<file path="src/fcdbl_pkg.sv">
`default_nettype none

package fcdbl_pkg;

   // payload buffer depth
   localparam int BUFFER_BYTES_DEF = 12;

   // configuration port
   localparam int CSR_ADDR_W = 5;
   localparam int CSR_DATA_W = 32;
   localparam int REG_IDX_W  = 3;
   localparam int POS_W      = 15;
   localparam int DIM_W      = 5;

   localparam logic [REG_IDX_W-1:0] REG_GRID_DIM = 3'd0;
   localparam logic [REG_IDX_W-1:0] REG_X_OFFSET = 3'd1;
   localparam logic [REG_IDX_W-1:0] REG_Y_OFFSET = 3'd2;
   localparam logic [REG_IDX_W-1:0] REG_X_LAST   = 3'd3;
   localparam logic [REG_IDX_W-1:0] REG_Y_LAST   = 3'd4;

   localparam logic [DIM_W-1:0] GRID_DIM_RST = 5'd12;
   localparam logic [POS_W-1:0] X_OFFSET_RST = 15'd10;
   localparam logic [POS_W-1:0] Y_OFFSET_RST = 15'd10;
   localparam logic [POS_W-1:0] X_LAST_RST   = 15'd6085;
   localparam logic [POS_W-1:0] Y_LAST_RST   = 15'd6100;
   localparam logic [DIM_W-1:0] GRID_DIM_MIN = 5'd2;

   // received characters
   localparam logic [7:0] CH_OPEN  = 8'h3C;  // '<'
   localparam logic [7:0] CH_CLOSE = 8'h3E;  // '>'
   localparam logic [7:0] CH_ZERO  = 8'h30;  // '0'
   localparam logic [7:0] CH_NINE  = 8'h39;  // '9'
   localparam logic [7:0] CH_PLUS  = 8'h2B;
   localparam logic [7:0] CH_MINUS = 8'h2D;
   localparam logic [7:0] CH_SPACE = 8'h20;
   localparam logic [7:0] CH_TAB   = 8'h09;
   localparam logic [7:0] CH_CR    = 8'h0D;
   localparam logic [7:0] CH_MOVE  = 8'h6D;  // 'm'
   localparam logic [7:0] CH_HALF  = 8'h68;  // 'h'
   localparam logic [7:0] CH_HOME  = 8'h61;  // 'a'
   localparam logic [7:0] CH_BACK  = 8'h62;  // 'b'
   localparam logic [7:0] CH_FWD   = 8'h66;  // 'f'

   // result command codes
   localparam logic [2:0] CMD_MOVE    = 3'd0;
   localparam logic [2:0] CMD_THERE   = 3'd1;
   localparam logic [2:0] CMD_CENTER  = 3'd2;
   localparam logic [2:0] CMD_HOME    = 3'd3;
   localparam logic [2:0] CMD_JOG     = 3'd4;
   localparam logic [2:0] CMD_UNKNOWN = 3'd5;
   localparam logic [2:0] CMD_CKSUM   = 3'd6;
   localparam logic [2:0] CMD_FRAME   = 3'd7;

   localparam logic signed [12:0] JOG_AMOUNT = 13'sd4000;

   // shared divider
   localparam int DIV_BITS  = 15;
   localparam int DIV_CNT_W = $clog2(DIV_BITS);
   localparam int BIN_W     = 10;

   typedef struct packed {
      logic [DIM_W-1:0] grid_dim;
      logic [POS_W-1:0] x_offset;
      logic [POS_W-1:0] y_offset;
      logic [POS_W-1:0] x_last;
      logic [POS_W-1:0] y_last;
   } cfg_type;

   typedef struct packed {
      logic                start;
      logic [DIV_BITS-1:0] dividend;
      logic [DIM_W-1:0]    divisor;
   } div_req_type;

   typedef struct packed {
      logic                done;
      logic [DIV_BITS-1:0] quotient;
      logic [DIM_W-1:0]    remainder;
   } div_rsp_type;

   typedef struct packed {
      logic [2:0]       command;
      logic [BIN_W-1:0] bin_number;
      logic [15:0]      x_target;
      logic [15:0]      y_target;
      logic [12:0]      jog_steps;
   } result_type;

   typedef enum logic [4:0] {
      ST_IDLE,
      ST_PX_START,
      ST_PX_WAIT,
      ST_PY_START,
      ST_PY_WAIT,
      ST_SUM_RD,
      ST_SUM_ACC,
      ST_CK0_RD,
      ST_CK0_USE,
      ST_CK1_RD,
      ST_CK1_USE,
      ST_OP_RD,
      ST_OP_USE,
      ST_NUM_RD,
      ST_NUM_USE,
      ST_CLAMP,
      ST_LOC_START,
      ST_LOC_WAIT,
      ST_MUL_X,
      ST_ADD_X,
      ST_MUL_Y,
      ST_ADD_Y,
      ST_EMIT
   } state_type;

endpackage

`default_nettype wire

</file>
<file path="src/framed_command_decoder_bin_locator_core.sv">
// Framed command decoder with bin locator.
// The req stream carries one received byte per word in req_tdata. '<' opens a
// frame, '>' closes it; the last two payload bytes are a decimal checksum of
// the earlier bytes mod 100. Each closed frame yields one rsp word (command,
// bin number, x/y step targets, jog amount); all other bytes yield none.
// A byte that does not close a frame is taken while the sequencer is idle
// and no pitch computation is pending. A closing '>' of an open frame holds
// req_tready low while the sequencer walks the payload buffer, then decodes;
// a bin command goes through the shared divider, which yields the bin's
// column and row, plus two multiply-add steps. The same divider computes
// the x and y pitch after reset and after every write to one of the five
// registers (req_tready low meanwhile).
// The result sits in an output register: the next bytes are taken while it
// waits for rsp_tready; only a second frame close waits for it to drain.
// Reset (synchronous) restores the register defaults, drops any open frame,
// clears the current bin and starts the pitch computation.
`default_nettype none

module framed_command_decoder_bin_locator_core
   import fcdbl_pkg::*;
#(
   parameter int BUFFER_BYTES = BUFFER_BYTES_DEF
)
(
   input  wire logic                  clock,
   input  wire logic                  reset,
   // input byte stream
   input  wire logic                  req_tvalid,
   output logic                       req_tready,
   input  wire logic [7:0]            req_tdata,   // rx_byte[7:0]
   // result stream
   output logic                       rsp_tvalid,
   input  wire logic                  rsp_tready,
   output logic [63:0]                rsp_tdata,   // command[2:0], bin_number[12:3],
                                                   // x_target[28:13], y_target[44:29],
                                                   // jog_steps[57:45], zero[63:58]
   // configuration
   input  wire logic                  csr_psel,
   input  wire logic                  csr_penable,
   input  wire logic                  csr_pwrite,
   input  wire logic [CSR_ADDR_W-1:0] csr_paddr,
   input  wire logic [CSR_DATA_W-1:0] csr_pwdata,
   output logic      [CSR_DATA_W-1:0] csr_prdata,
   output logic                       csr_pready
);

   cfg_type     cfg;
   logic        cfg_written;
   div_req_type div_req;
   div_rsp_type div_rsp;
   result_type  rsp_word;

   fcdbl_csr u_csr (
      .clock       (clock),
      .reset       (reset),
      .csr_psel    (csr_psel),
      .csr_penable (csr_penable),
      .csr_pwrite  (csr_pwrite),
      .csr_paddr   (csr_paddr),
      .csr_pwdata  (csr_pwdata),
      .csr_prdata  (csr_prdata),
      .csr_pready  (csr_pready),
      .cfg         (cfg),
      .cfg_written (cfg_written)
   );

   fcdbl_div u_div (
      .clock (clock),
      .reset (reset),
      .req   (div_req),
      .rsp   (div_rsp)
   );

   fcdbl_engine #(
      .BUFFER_BYTES (BUFFER_BYTES)
   ) u_engine (
      .clock       (clock),
      .reset       (reset),
      .cfg         (cfg),
      .cfg_written (cfg_written),
      .req_tvalid  (req_tvalid),
      .req_tready  (req_tready),
      .req_byte    (req_tdata),
      .rsp_tvalid  (rsp_tvalid),
      .rsp_tready  (rsp_tready),
      .rsp_word    (rsp_word),
      .div_req     (div_req),
      .div_rsp     (div_rsp)
   );

   // pack the result word, first field in the low bits
   assign rsp_tdata = {6'b000000, rsp_word.jog_steps, rsp_word.y_target,
                       rsp_word.x_target, rsp_word.bin_number, rsp_word.command};

endmodule

`default_nettype wire

</file>
<file path="src/fcdbl_div.sv">
`default_nettype none

module fcdbl_div
   import fcdbl_pkg::*;
(
   input  wire logic        clock,
   input  wire logic        reset,
   input  wire div_req_type req,
   output div_rsp_type      rsp
);

   logic                 busy_ff, busy_in;
   logic                 done_ff, done_in;
   logic [DIV_CNT_W-1:0] cnt_ff, cnt_in;
   logic [DIV_BITS-1:0]  dq_ff, dq_in;
   logic [DIM_W-1:0]     rem_ff, rem_in;
   logic [DIM_W-1:0]     dsr_ff, dsr_in;
   logic [DIM_W:0]       trial;
   logic                 fits;

   // one restoring step per cycle, quotient bits shift in behind the dividend
   always_comb begin
      trial   = {rem_ff, dq_ff[DIV_BITS-1]};
      fits    = trial >= {1'b0, dsr_ff};
      busy_in = busy_ff;
      done_in = 1'b0;
      cnt_in  = cnt_ff;
      dq_in   = dq_ff;
      rem_in  = rem_ff;
      dsr_in  = dsr_ff;
      if (req.start) begin
         busy_in = 1'b1;
         cnt_in  = '0;
         dq_in   = req.dividend;
         rem_in  = '0;
         dsr_in  = req.divisor;
      end else if (busy_ff) begin
         dq_in  = {dq_ff[DIV_BITS-2:0], fits};
         rem_in = fits ? DIM_W'(trial - {1'b0, dsr_ff}) : trial[DIM_W-1:0];
         cnt_in = cnt_ff + 1'b1;
         if (cnt_ff == DIV_CNT_W'(DIV_BITS - 1)) begin
            busy_in = 1'b0;
            done_in = 1'b1;
         end
      end
   end

   always_ff @(posedge clock) begin
      if (reset) begin
         busy_ff <= 1'b0;
         done_ff <= 1'b0;
         cnt_ff  <= '0;
      end else begin
         busy_ff <= busy_in;
         done_ff <= done_in;
         cnt_ff  <= cnt_in;
      end
      dq_ff  <= dq_in;
      rem_ff <= rem_in;
      dsr_ff <= dsr_in;
   end

   assign rsp.done      = done_ff;
   assign rsp.quotient  = dq_ff;
   assign rsp.remainder = rem_ff;

endmodule

`default_nettype wire

</file>
<file path="src/fcdbl_csr.sv">
`default_nettype none

module fcdbl_csr
   import fcdbl_pkg::*;
(
   input  wire logic                  clock,
   input  wire logic                  reset,
   input  wire logic                  csr_psel,
   input  wire logic                  csr_penable,
   input  wire logic                  csr_pwrite,
   input  wire logic [CSR_ADDR_W-1:0] csr_paddr,
   input  wire logic [CSR_DATA_W-1:0] csr_pwdata,
   output logic      [CSR_DATA_W-1:0] csr_prdata,
   output logic                       csr_pready,
   output cfg_type                    cfg,
   output logic                       cfg_written
);

   cfg_type              cfg_ff, cfg_in;
   logic                 wr_en;
   logic [REG_IDX_W-1:0] reg_idx;

   assign csr_pready = 1'b1;
   assign reg_idx    = csr_paddr[CSR_ADDR_W-1:2];
   assign wr_en      = csr_psel && csr_penable && csr_pwrite;

   // register write decode
   always_comb begin
      cfg_in      = cfg_ff;
      cfg_written = 1'b0;
      if (wr_en) begin
         cfg_written = 1'b1;
         case (reg_idx)
            REG_GRID_DIM: cfg_in.grid_dim = csr_pwdata[DIM_W-1:0];
            REG_X_OFFSET: cfg_in.x_offset = csr_pwdata[POS_W-1:0];
            REG_Y_OFFSET: cfg_in.y_offset = csr_pwdata[POS_W-1:0];
            REG_X_LAST:   cfg_in.x_last   = csr_pwdata[POS_W-1:0];
            REG_Y_LAST:   cfg_in.y_last   = csr_pwdata[POS_W-1:0];
            default:      cfg_written     = 1'b0;
         endcase
      end
   end

   // register read mux
   always_comb begin
      case (reg_idx)
         REG_GRID_DIM: csr_prdata = CSR_DATA_W'(cfg_ff.grid_dim);
         REG_X_OFFSET: csr_prdata = CSR_DATA_W'(cfg_ff.x_offset);
         REG_Y_OFFSET: csr_prdata = CSR_DATA_W'(cfg_ff.y_offset);
         REG_X_LAST:   csr_prdata = CSR_DATA_W'(cfg_ff.x_last);
         REG_Y_LAST:   csr_prdata = CSR_DATA_W'(cfg_ff.y_last);
         default:      csr_prdata = '0;
      endcase
   end

   always_ff @(posedge clock) begin
      if (reset) begin
         cfg_ff.grid_dim <= GRID_DIM_RST;
         cfg_ff.x_offset <= X_OFFSET_RST;
         cfg_ff.y_offset <= Y_OFFSET_RST;
         cfg_ff.x_last   <= X_LAST_RST;
         cfg_ff.y_last   <= Y_LAST_RST;
      end else begin
         cfg_ff <= cfg_in;
      end
   end

   assign cfg = cfg_ff;

endmodule

`default_nettype wire

</file>
<file path="src/fcdbl_engine.sv">
`default_nettype none

module fcdbl_engine
   import fcdbl_pkg::*;
#(
   parameter int BUFFER_BYTES = BUFFER_BYTES_DEF
)
(
   input  wire logic        clock,
   input  wire logic        reset,
   input  wire cfg_type     cfg,
   input  wire logic        cfg_written,
   input  wire logic        req_tvalid,
   output logic             req_tready,
   input  wire logic [7:0]  req_byte,
   output logic             rsp_tvalid,
   input  wire logic        rsp_tready,
   output result_type       rsp_word,
   output div_req_type      div_req,
   input  wire div_rsp_type div_rsp
);

   localparam int IDX_W  = $clog2(BUFFER_BYTES);
   localparam int FILL_W = $clog2(BUFFER_BYTES + 1);

   state_type         state_ff, state_in;
   logic [7:0]        payload_ff [BUFFER_BYTES];
   logic [7:0]        rd_data_ff;
   logic              capturing_ff, capturing_in;
   logic              overflowed_ff, overflowed_in;
   logic              pend_ff, pend_in;
   logic [FILL_W-1:0] fill_ff, fill_in;
   logic [FILL_W-1:0] len_ff, len_in;
   logic [IDX_W-1:0]  idx_ff, idx_in;
   logic [6:0]        acc_ff, acc_in;
   logic signed [8:0] d1_ff, d1_in;
   logic [1:0]        avail_ff, avail_in;
   logic              neg_ff, neg_in;
   logic              digits_ff, digits_in;
   logic [BIN_W-1:0]  num_ff, num_in;
   logic [BIN_W-1:0]  bin_ff, bin_in;
   logic [BIN_W-1:0]  cur_bin_ff, cur_bin_in;
   logic              center_ff, center_in;
   logic              neg_pitch_ff, neg_pitch_in;
   logic [DIM_W-1:0]  col_ff, col_in;
   logic [DIM_W-1:0]  row_ff, row_in;
   logic [15:0]       prod_ff, prod_in;
   logic [15:0]       xt_ff, xt_in;
   logic [15:0]       xp_ff, xp_in;
   logic [15:0]       yp_ff, yp_in;
   result_type        res_ff, res_in;
   result_type        out_ff, out_in;
   logic              out_valid_ff, out_valid_in;

   logic              req_fire;
   logic              wr_en;
   logic [DIM_W-1:0]  dim;
   logic [BIN_W-1:0]  dim_sq;
   logic [BIN_W-1:0]  center_bin;
   logic signed [15:0] x_diff;
   logic signed [15:0] y_diff;
   logic [8:0]        sum_raw;
   logic [6:0]        sum_mod;
   logic signed [8:0] d0;
   logic signed [12:0] rx_value;
   logic [FILL_W-1:0] len_m1;
   logic              is_digit;
   logic              is_space;
   logic [BIN_W-1:0]  num_next;
   logic [BIN_W-1:0]  clamped;
   logic [15:0]       quot_signed;

   // grid geometry from the registers
   always_comb begin
      dim        = (cfg.grid_dim < GRID_DIM_MIN) ? GRID_DIM_MIN : cfg.grid_dim;
      dim_sq     = BIN_W'(dim * dim);
      center_bin = (dim_sq >> 1) - BIN_W'(dim >> 1);
      x_diff     = $signed({1'b0, cfg.x_last}) - $signed({1'b0, cfg.x_offset});
      y_diff     = $signed({1'b0, cfg.y_last}) - $signed({1'b0, cfg.y_offset});
   end

   // byte classification and small datapath pieces
   always_comb begin
      sum_raw = {2'b00, acc_ff} + {1'b0, rd_data_ff};
      if (sum_raw >= 9'd300) begin
         sum_mod = 7'(sum_raw - 9'd300);
      end else if (sum_raw >= 9'd200) begin
         sum_mod = 7'(sum_raw - 9'd200);
      end else if (sum_raw >= 9'd100) begin
         sum_mod = 7'(sum_raw - 9'd100);
      end else begin
         sum_mod = sum_raw[6:0];
      end
      d0       = $signed({1'b0, rd_data_ff}) - $signed({1'b0, CH_ZERO});
      rx_value = $signed({{4{d1_ff[8]}}, d1_ff}) * 13'sd10 + $signed({{4{d0[8]}}, d0});
      len_m1   = len_ff - 1'b1;
      is_digit = (rd_data_ff >= CH_ZERO) && (rd_data_ff <= CH_NINE);
      is_space = (rd_data_ff == CH_SPACE) ||
                 ((rd_data_ff >= CH_TAB) && (rd_data_ff <= CH_CR));
      num_next = BIN_W'((num_ff << 3) + (num_ff << 1)) + BIN_W'(rd_data_ff - CH_ZERO);
      if (neg_ff || (num_ff == '0)) begin
         clamped = BIN_W'(1);
      end else if (num_ff > dim_sq) begin
         clamped = dim_sq;
      end else begin
         clamped = num_ff;
      end
      quot_signed = neg_pitch_ff ? 16'(-{1'b0, div_rsp.quotient}) : {1'b0, div_rsp.quotient};
   end

   assign req_tready = (state_ff == ST_IDLE) && !pend_ff;
   assign req_fire   = req_tvalid && req_tready;
   assign wr_en      = req_fire && capturing_ff && (req_byte != CH_OPEN) &&
                       (req_byte != CH_CLOSE) && (fill_ff < FILL_W'(BUFFER_BYTES));

   // sequencer
   always_comb begin
      state_in      = state_ff;
      capturing_in  = capturing_ff;
      overflowed_in = overflowed_ff;
      pend_in       = pend_ff;
      fill_in       = fill_ff;
      len_in        = len_ff;
      idx_in        = idx_ff;
      acc_in        = acc_ff;
      d1_in         = d1_ff;
      avail_in      = avail_ff;
      neg_in        = neg_ff;
      digits_in     = digits_ff;
      num_in        = num_ff;
      bin_in        = bin_ff;
      cur_bin_in    = cur_bin_ff;
      center_in     = center_ff;
      neg_pitch_in  = neg_pitch_ff;
      col_in        = col_ff;
      row_in        = row_ff;
      prod_in       = prod_ff;
      xt_in         = xt_ff;
      xp_in         = xp_ff;
      yp_in         = yp_ff;
      res_in        = res_ff;
      out_in        = out_ff;
      out_valid_in  = out_valid_ff;
      div_req       = '0;

      // output register drains independently
      if (out_valid_ff && rsp_tready) begin
         out_valid_in = 1'b0;
      end

      case (state_ff)
         ST_IDLE: begin
            if (pend_ff) begin
               state_in = ST_PX_START;
            end else if (req_fire) begin
               if (req_byte == CH_OPEN) begin
                  capturing_in  = 1'b1;
                  fill_in       = '0;
                  overflowed_in = 1'b0;
               end else if (req_byte != CH_CLOSE) begin
                  if (capturing_ff) begin
                     if (fill_ff < FILL_W'(BUFFER_BYTES)) begin
                        fill_in = fill_ff + 1'b1;
                     end else begin
                        overflowed_in = 1'b1;
                     end
                  end
               end else if (capturing_ff) begin
                  capturing_in = 1'b0;
                  if (overflowed_ff || (fill_ff < FILL_W'(2))) begin
                     res_in         = '0;
                     res_in.command = CMD_FRAME;
                     state_in       = ST_EMIT;
                  end else begin
                     len_in = fill_ff - FILL_W'(2);
                     acc_in = '0;
                     if (fill_ff == FILL_W'(2)) begin
                        idx_in   = '0;
                        state_in = ST_CK0_RD;
                     end else begin
                        idx_in   = '0;
                        state_in = ST_SUM_RD;
                     end
                  end
               end
            end
         end

         // pitch = (last - offset) / (dim - 1), truncated toward zero
         ST_PX_START: begin
            pend_in          = 1'b0;
            neg_pitch_in     = x_diff[15];
            div_req.start    = 1'b1;
            div_req.dividend = x_diff[15] ? DIV_BITS'(-x_diff) : x_diff[DIV_BITS-1:0];
            div_req.divisor  = dim - 1'b1;
            state_in         = ST_PX_WAIT;
         end
         ST_PX_WAIT: begin
            if (div_rsp.done) begin
               xp_in    = quot_signed;
               state_in = ST_PY_START;
            end
         end
         ST_PY_START: begin
            neg_pitch_in     = y_diff[15];
            div_req.start    = 1'b1;
            div_req.dividend = y_diff[15] ? DIV_BITS'(-y_diff) : y_diff[DIV_BITS-1:0];
            div_req.divisor  = dim - 1'b1;
            state_in         = ST_PY_WAIT;
         end
         ST_PY_WAIT: begin
            if (div_rsp.done) begin
               yp_in    = quot_signed;
               state_in = ST_IDLE;
            end
         end

         // running sum of the message bytes mod 100
         ST_SUM_RD: begin
            state_in = ST_SUM_ACC;
         end
         ST_SUM_ACC: begin
            acc_in = sum_mod;
            if ((FILL_W'(idx_ff) + 1'b1) == len_ff) begin
               idx_in   = len_ff[IDX_W-1:0];
               state_in = ST_CK0_RD;
            end else begin
               idx_in   = idx_ff + 1'b1;
               state_in = ST_SUM_RD;
            end
         end

         // two checksum digits
         ST_CK0_RD: begin
            state_in = ST_CK0_USE;
         end
         ST_CK0_USE: begin
            d1_in    = d0;
            idx_in   = idx_ff + 1'b1;
            state_in = ST_CK1_RD;
         end
         ST_CK1_RD: begin
            state_in = ST_CK1_USE;
         end
         ST_CK1_USE: begin
            res_in = '0;
            if (rx_value != $signed({6'b000000, acc_ff})) begin
               res_in.command = CMD_CKSUM;
               state_in       = ST_EMIT;
            end else if (len_ff == '0) begin
               res_in.command = CMD_UNKNOWN;
               state_in       = ST_EMIT;
            end else begin
               idx_in   = '0;
               state_in = ST_OP_RD;
            end
         end

         // opcode byte
         ST_OP_RD: begin
            state_in = ST_OP_USE;
         end
         ST_OP_USE: begin
            res_in = '0;
            case (rd_data_ff)
               CH_MOVE: begin
                  avail_in  = (len_m1 > FILL_W'(3)) ? 2'd3 : len_m1[1:0];
                  num_in    = '0;
                  neg_in    = 1'b0;
                  digits_in = 1'b0;
                  idx_in    = IDX_W'(1);
                  state_in  = (len_m1 == '0) ? ST_CLAMP : ST_NUM_RD;
               end
               CH_HALF: begin
                  bin_in    = center_bin;
                  center_in = 1'b1;
                  state_in  = ST_LOC_START;
               end
               CH_HOME: begin
                  res_in.command = CMD_HOME;
                  state_in       = ST_EMIT;
               end
               CH_BACK: begin
                  res_in.command   = CMD_JOG;
                  res_in.jog_steps = -JOG_AMOUNT;
                  state_in         = ST_EMIT;
               end
               CH_FWD: begin
                  res_in.command   = CMD_JOG;
                  res_in.jog_steps = JOG_AMOUNT;
                  state_in         = ST_EMIT;
               end
               default: begin
                  res_in.command = CMD_UNKNOWN;
                  state_in       = ST_EMIT;
               end
            endcase
         end

         // bin digits: blanks, one sign, then digits
         ST_NUM_RD: begin
            state_in = ST_NUM_USE;
         end
         ST_NUM_USE: begin
            state_in = (idx_ff == IDX_W'(avail_ff)) ? ST_CLAMP : ST_NUM_RD;
            idx_in   = idx_ff + 1'b1;
            if (!digits_ff && is_space) begin
               digits_in = 1'b0;
            end else if (!digits_ff &&
                         ((rd_data_ff == CH_PLUS) || (rd_data_ff == CH_MINUS))) begin
               neg_in    = rd_data_ff == CH_MINUS;
               digits_in = 1'b1;
            end else if (is_digit) begin
               num_in    = num_next;
               digits_in = 1'b1;
            end else begin
               state_in = ST_CLAMP;
            end
         end

         ST_CLAMP: begin
            res_in = '0;
            if (clamped == cur_bin_ff) begin
               res_in.command    = CMD_THERE;
               res_in.bin_number = clamped;
               state_in          = ST_EMIT;
            end else begin
               cur_bin_in = clamped;
               bin_in     = clamped;
               center_in  = 1'b0;
               state_in   = ST_LOC_START;
            end
         end

         // column and row of the bin through the shared divider
         ST_LOC_START: begin
            div_req.start    = 1'b1;
            div_req.dividend = DIV_BITS'(bin_ff - 1'b1);
            div_req.divisor  = dim;
            state_in         = ST_LOC_WAIT;
         end
         ST_LOC_WAIT: begin
            if (div_rsp.done) begin
               col_in   = div_rsp.remainder;
               row_in   = div_rsp.quotient[DIM_W-1:0];
               state_in = ST_MUL_X;
            end
         end
         ST_MUL_X: begin
            prod_in  = 16'(xp_ff * {11'b0, col_ff});
            state_in = ST_ADD_X;
         end
         ST_ADD_X: begin
            xt_in    = prod_ff + {1'b0, cfg.x_offset};
            state_in = ST_MUL_Y;
         end
         ST_MUL_Y: begin
            prod_in  = 16'(yp_ff * {11'b0, row_ff});
            state_in = ST_ADD_Y;
         end
         ST_ADD_Y: begin
            res_in            = '0;
            res_in.command    = center_ff ? CMD_CENTER : CMD_MOVE;
            res_in.bin_number = bin_ff;
            res_in.x_target   = xt_ff;
            res_in.y_target   = prod_ff + {1'b0, cfg.y_offset};
            state_in          = ST_EMIT;
         end

         // hand the result to the output register
         ST_EMIT: begin
            if (!out_valid_ff || rsp_tready) begin
               out_in       = res_ff;
               out_valid_in = 1'b1;
               state_in     = ST_IDLE;
            end
         end

         default: begin
            state_in = ST_IDLE;
         end
      endcase

      if (cfg_written) begin
         pend_in = 1'b1;
      end
   end

   // payload buffer
   always_ff @(posedge clock) begin
      if (wr_en) begin
         payload_ff[fill_ff[IDX_W-1:0]] <= req_byte;
      end
      rd_data_ff <= payload_ff[idx_ff];
   end

   always_ff @(posedge clock) begin
      if (reset) begin
         state_ff      <= ST_IDLE;
         capturing_ff  <= 1'b0;
         overflowed_ff <= 1'b0;
         pend_ff       <= 1'b1;
         fill_ff       <= '0;
         cur_bin_ff    <= '0;
         out_valid_ff  <= 1'b0;
      end else begin
         state_ff      <= state_in;
         capturing_ff  <= capturing_in;
         overflowed_ff <= overflowed_in;
         pend_ff       <= pend_in;
         fill_ff       <= fill_in;
         cur_bin_ff    <= cur_bin_in;
         out_valid_ff  <= out_valid_in;
      end
      len_ff       <= len_in;
      idx_ff       <= idx_in;
      acc_ff       <= acc_in;
      d1_ff        <= d1_in;
      avail_ff     <= avail_in;
      neg_ff       <= neg_in;
      digits_ff    <= digits_in;
      num_ff       <= num_in;
      bin_ff       <= bin_in;
      center_ff    <= center_in;
      neg_pitch_ff <= neg_pitch_in;
      col_ff       <= col_in;
      row_ff       <= row_in;
      prod_ff      <= prod_in;
      xt_ff        <= xt_in;
      xp_ff        <= xp_in;
      yp_ff        <= yp_in;
      res_ff       <= res_in;
      out_ff       <= out_in;
   end

   assign rsp_tvalid = out_valid_ff;
   assign rsp_word   = out_ff;

endmodule

`default_nettype wire
</file>
<file path="config.mk">
export PLATFORM = sky130hd
export DESIGN_NAME = framed_command_decoder_bin_locator_core
export DESIGN_NICKNAME = d
export VERILOG_FILES = /design/src/fcdbl_pkg.sv /design/src/framed_command_decoder_bin_locator_core.sv /design/src/fcdbl_div.sv /design/src/fcdbl_csr.sv /design/src/fcdbl_engine.sv
export SDC_FILE = /design/constraint.sdc
export NUM_CORES = 1
export LEC_CHECK = 0
export ABC_AREA = 1
export ABC_CLOCK_PERIOD_IN_PS = 6280
export BUFFER_PORTS_ARGS = -buffer_cell sky130_fd_sc_hd__buf_4
export CAP_MARGIN = 20
export CORE_MARGIN = 1
export CORE_UTILIZATION = 40
export DETAILED_ROUTE_END_ITERATION = 10
export GPL_ROUTABILITY_DRIVEN = 0
export HOLD_SLACK_MARGIN = 0.12
export MAX_ROUTING_LAYER = met4
export PLACE_DENSITY = 0.64
export SYNTH_ARGS = -nofsm -noshare
export SYNTH_HDL_FRONTEND = slang
export SYNTH_SLANG_ARGS = --single-unit
</file>
<file path="constraint.sdc">
create_clock -name clock -period 6.28 [get_ports clock]
set_clock_uncertainty 0.15 [all_clocks]
set_input_delay 0.314 -clock clock [delete_from_list [all_inputs] [get_ports clock]]
set_output_delay 0.314 -clock clock [all_outputs]
set_load 0.01 [all_outputs]
</file>
==> results.yml <==
worst_setup_path:
  slowest_stage: "fa_1"
  crit_type: "reg -> reg"
  critPathLaunchType: "flip-flop"
  worstPathRequired_ns: 6.49
  cp.arrival_ns: 5.96
  critical_path.max_stage_delay_ns: 0.49
  end_kind: "flip-flop"
  path_common_cell: "nand2_1"
  cpLargestDelayFamily: "simple AND/OR/NAND/NOR gates"
  critPathBufInv: 4
  critPathMaxFanout: 12
die:
  die_h_um: 268
  die_x_um: 268
  top_level_ports: 151
  core_sq_um: 70000
  start_util_pct: 40.5
  design.die.area_sq_um: 71900
  row_count: 97
synthesis:
  synth-edff-count: 336
  synth_area_leader_cell: "edfxtp_1"
  synth.avg_cell_area_sq_um: 8.65
  synth_area_leaders: "edfxtp_1 (36%), ha_1 (8.5%), nand2_1 (8.3%)"
  ys_ff_latch: 443
  synth_cells: 3274
  yosys_warnings: 0
  postSynth.asyncResetShare_pct: 0
  synth_area_sq_um: 28300
  synth_cell_type_count: 64
  ys.flop_type: "edfxtp_1"
  seq_area_frac_synth_pct: 43.2
  netlist.area_leader.share_pct: 35.6
power_and_ir_drop:
  switchingPower_w: 0.00326
  sequentialPowerShare_pct: 39.2
  finalPower_w: 0.00936
  internal-power_w: 0.00611
  clkPwrFrac_pct: 32.2
  power_density_nw_per_um2: 293
  leakagePower_nw: 14.3
  pwr-share-comb_pct: 28.5
  p_sw_share_pct: 34.8
  ir_drop_v: 0.000231
detailed_routing:
  viasPerCell: 5.07
  wl_mm: 71.2
  postRouteAntennaNets: 0
  wl_per_cell_um: 16.3
  drc_errors: 0
  drt_iter0_drc: 1608
  num_vias: 22200
  drt-pass1-iter-count: 6
timing:
  tns_ns: 0
  finalSetupViolCount: 0
  hold_violations: 0
  rsz0062_at_grt: "no"
  slew_violations: 0
  worst_slew_pin_slew_ns: 1.10
  slew_headroom_pct: 26.7
  max_freq_mhz: 174
  setup_ws_ns: 0.532
  period_share_pct: 91.5
  hold_ws_ns: 0.156
  min_period_ns: 5.75
outcome:
  status: "complete, no violations"
cells_and_area:
  multi_input_area_sq_um: 13800
  nets: 3731
  drive_above_1_share_pct: 7.07
  stdcell_area_sq_um: 32000
  nFillCells: 6712
  area_growth_pct: 13.0
  regArea_sq_um: 12200
  antenna_cells: 0
grt:
  grtUsageTotal_pct: 20.5
  antenna_found_initial: 0
  grt_max_degree: 73
  grt_pass1_wl_mm: 113
  grt_pass1_vias: 21100
  grt_overflow_total: 0
clock_network:
  numCtsBuffers: 50
  clock_latency_ns: 0.62
  cts_max_level: 2
  cts.clk_slew.worst_paths_ns: 0.06
  cts.sinks: 443
  cts_tree: "done"
  clock_tree.root_cell: "clkbuf_16"
  postCtsSetupRepairBufs: 0
  cts.path.max_buffers: 3
placement:
  portBuffers: 102
  dp.final_hpwl_mm: 53.6
  pre_cts_ws_ns: 0.374
  placed_area_sq_um: 30000
min_path:
  min_path_type: "in -> reg"
flow_run:
  maxCapViolCount: 0
synth_stat cells (all sizes together) (2+ instances only):
| cell | instances |
|---|---|
| nor3b | 5 |
| nand2 | 634 |
| clkinv | 5 |
| nor3 | 47 |
| o21a | 2 |
| a211oi | 6 |
| buf | 42 |
| clkbuf | 64 |
| xnor2 | 39 |
| xor2 | 79 |
| a21oi | 190 |
| a22oi | 2 |
| a221oi | 6 |
| o31ai | 5 |
| fa | 88 |
| o22ai | 50 |
| o21bai | 16 |
| o21ai | 223 |
| nand3 | 134 |
| ha | 193 |
| inv | 510 |
| or2 | 17 |
| nand3b | 7 |
| a31oi | 12 |
| o211ai | 13 |
| a21o | 9 |
| edfxtp | 336 |
| o2111ai | 17 |
| a21boi | 2 |
| dfxtp | 107 |
| nand4 | 43 |
| nor4 | 9 |
| conb | 2 |
| nor2 | 347 |
cells in the final DEF (no fill, tap or decap), drive strengths merged, types with 2 or more instances in the layout:
master	count
fa	88
nor3	47
o21bai	16
a31oi	12
nand3	134
xnor2	39
edfxtp	336
nand3b	7
xor2	79
dfxtp	107
clkbuf	64
nor3b	5
or2	17
clkinvlp	5
o211ai	13
ha	193
inv	512
a21oi	190
a221oi	6
o21a	2
a21o	9
nor4	9
nor2	347
o22ai	50
o31ai	5
nand2	634
a22oi	2
nand4	43
dlygate4sd3	27
clkinv	21
a21boi	2
conb	29
bufinv	6
o2111ai	17
a211oi	6
o21ai	223
buf	124
power groups by stage:
| stage | sequential, W | clock (W) | combinational (W) |
|---|---|---|---|
| 4_1_cts | 0.00367 | 0.00307 | 0.00266 |
| 6_report | 0.00367 | 0.00302 | 0.00267 |
| 2_1_floorplan | 0.00362 | 0 | 0.00196 |
| 3_3_place_gp | 0.00373 | 0 | 0.00259 |
| 3_5_place_dp | 0.00373 | 0 | 0.00261 |
| 5_1_grt | 0.00369 | 0.00317 | 0.00303 |
sequential cells by signal (all words and copies together), names as in the netlist, 10 cells and up:
signal and cells:
u_div.dq_ff 15, u_engine.prod_ff 16, u_engine.cur_bin_ff 10, u_engine.payload_ff 96
u_engine.xt_ff 16, u_engine.bin_ff 10, u_engine.yp_ff 16, u_engine.res_ff 48
u_engine.num_ff 10, u_csr.cfg 65, u_engine.xp_ff 16, u_engine.rsp_word 48
tightest hold or removal path: cells and delay by family:
kind | cells | cell delay, ns
AO/OA/AOI/OAI | 1 | 0.17
buffers and inverters | 1 | 0.13
AND/OR/NAND/NOR | 2 | 0.25
what timing repair did:
action,CTS,global route
hold buffers,27,0
resized for setup,0,6
hold endpoints to repair,176,0
setup endpoints to repair,0,21
per-layer routing:
metal  up-vias  share of wire, %  GRT usage [%]  wire length [um]
li1      11100                 -              -                 -
met1     10400                44           26.1             31200
met2       594                48           34.2             34300
met3       100               5.4           2.55              3880
met4         0               2.5           5.87              1780
met5         -                 0              -                 0
path summary, 6_finish.rpt:
kind              depth (start not counted)  slack [ns]                    startpoint                             end
hold / removal                            4        0.16                  csr_paddr[2]   u_engine.pend_ff$_SDFFE_PP1P_
setup / recovery                         32        0.53    u_csr.cfg[63]$_SDFFE_PP1P_    u_engine.bin_ff[2]$_DFFE_PP_
setup reg to reg                         32        0.53    u_csr.cfg[63]$_SDFFE_PP1P_    u_engine.bin_ff[2]$_DFFE_PP_
hold reg to reg                           0        0.27  u_engine.res_ff[6]$_DFFE_PP_  u_engine.rsp_word[6]$_DFFE_PP_
layout make-up:
type,instances,area share (%)
Tap cell,940,3.67
Sequential cell,443,38.2
Clock buffer,64,4.17
Multi-Input combinational cell,2237,43.1
Timing Repair Buffer,151,3.83
Clock inverter,29,1.01
Inverter,515,6.04
cells by family after synthesis:
family                     Yosys count  share of synthesized area [%]
xor gates and xnor gates           118                           3.65
buffers and inverters              621                           8.74
adders and majority gates          281                           14.7
DFF                                443                           43.2
other                                2                         0.0265
and+or+nand+nor                   1246                           18.5
AOI/OAI and AO/OA                  563                           11.2
through the flow:
stage | util (%) | cells
after floorplan | - | 3301
after global placement | 42.8 | 4255
after detailed placement | 42.9 | 4256
after CTS | 45.6 | 4376
after global routing | 45.7 | 4379
final | 45.7 | 4379
Note: power is estimated with default switching activity, not from simulation.
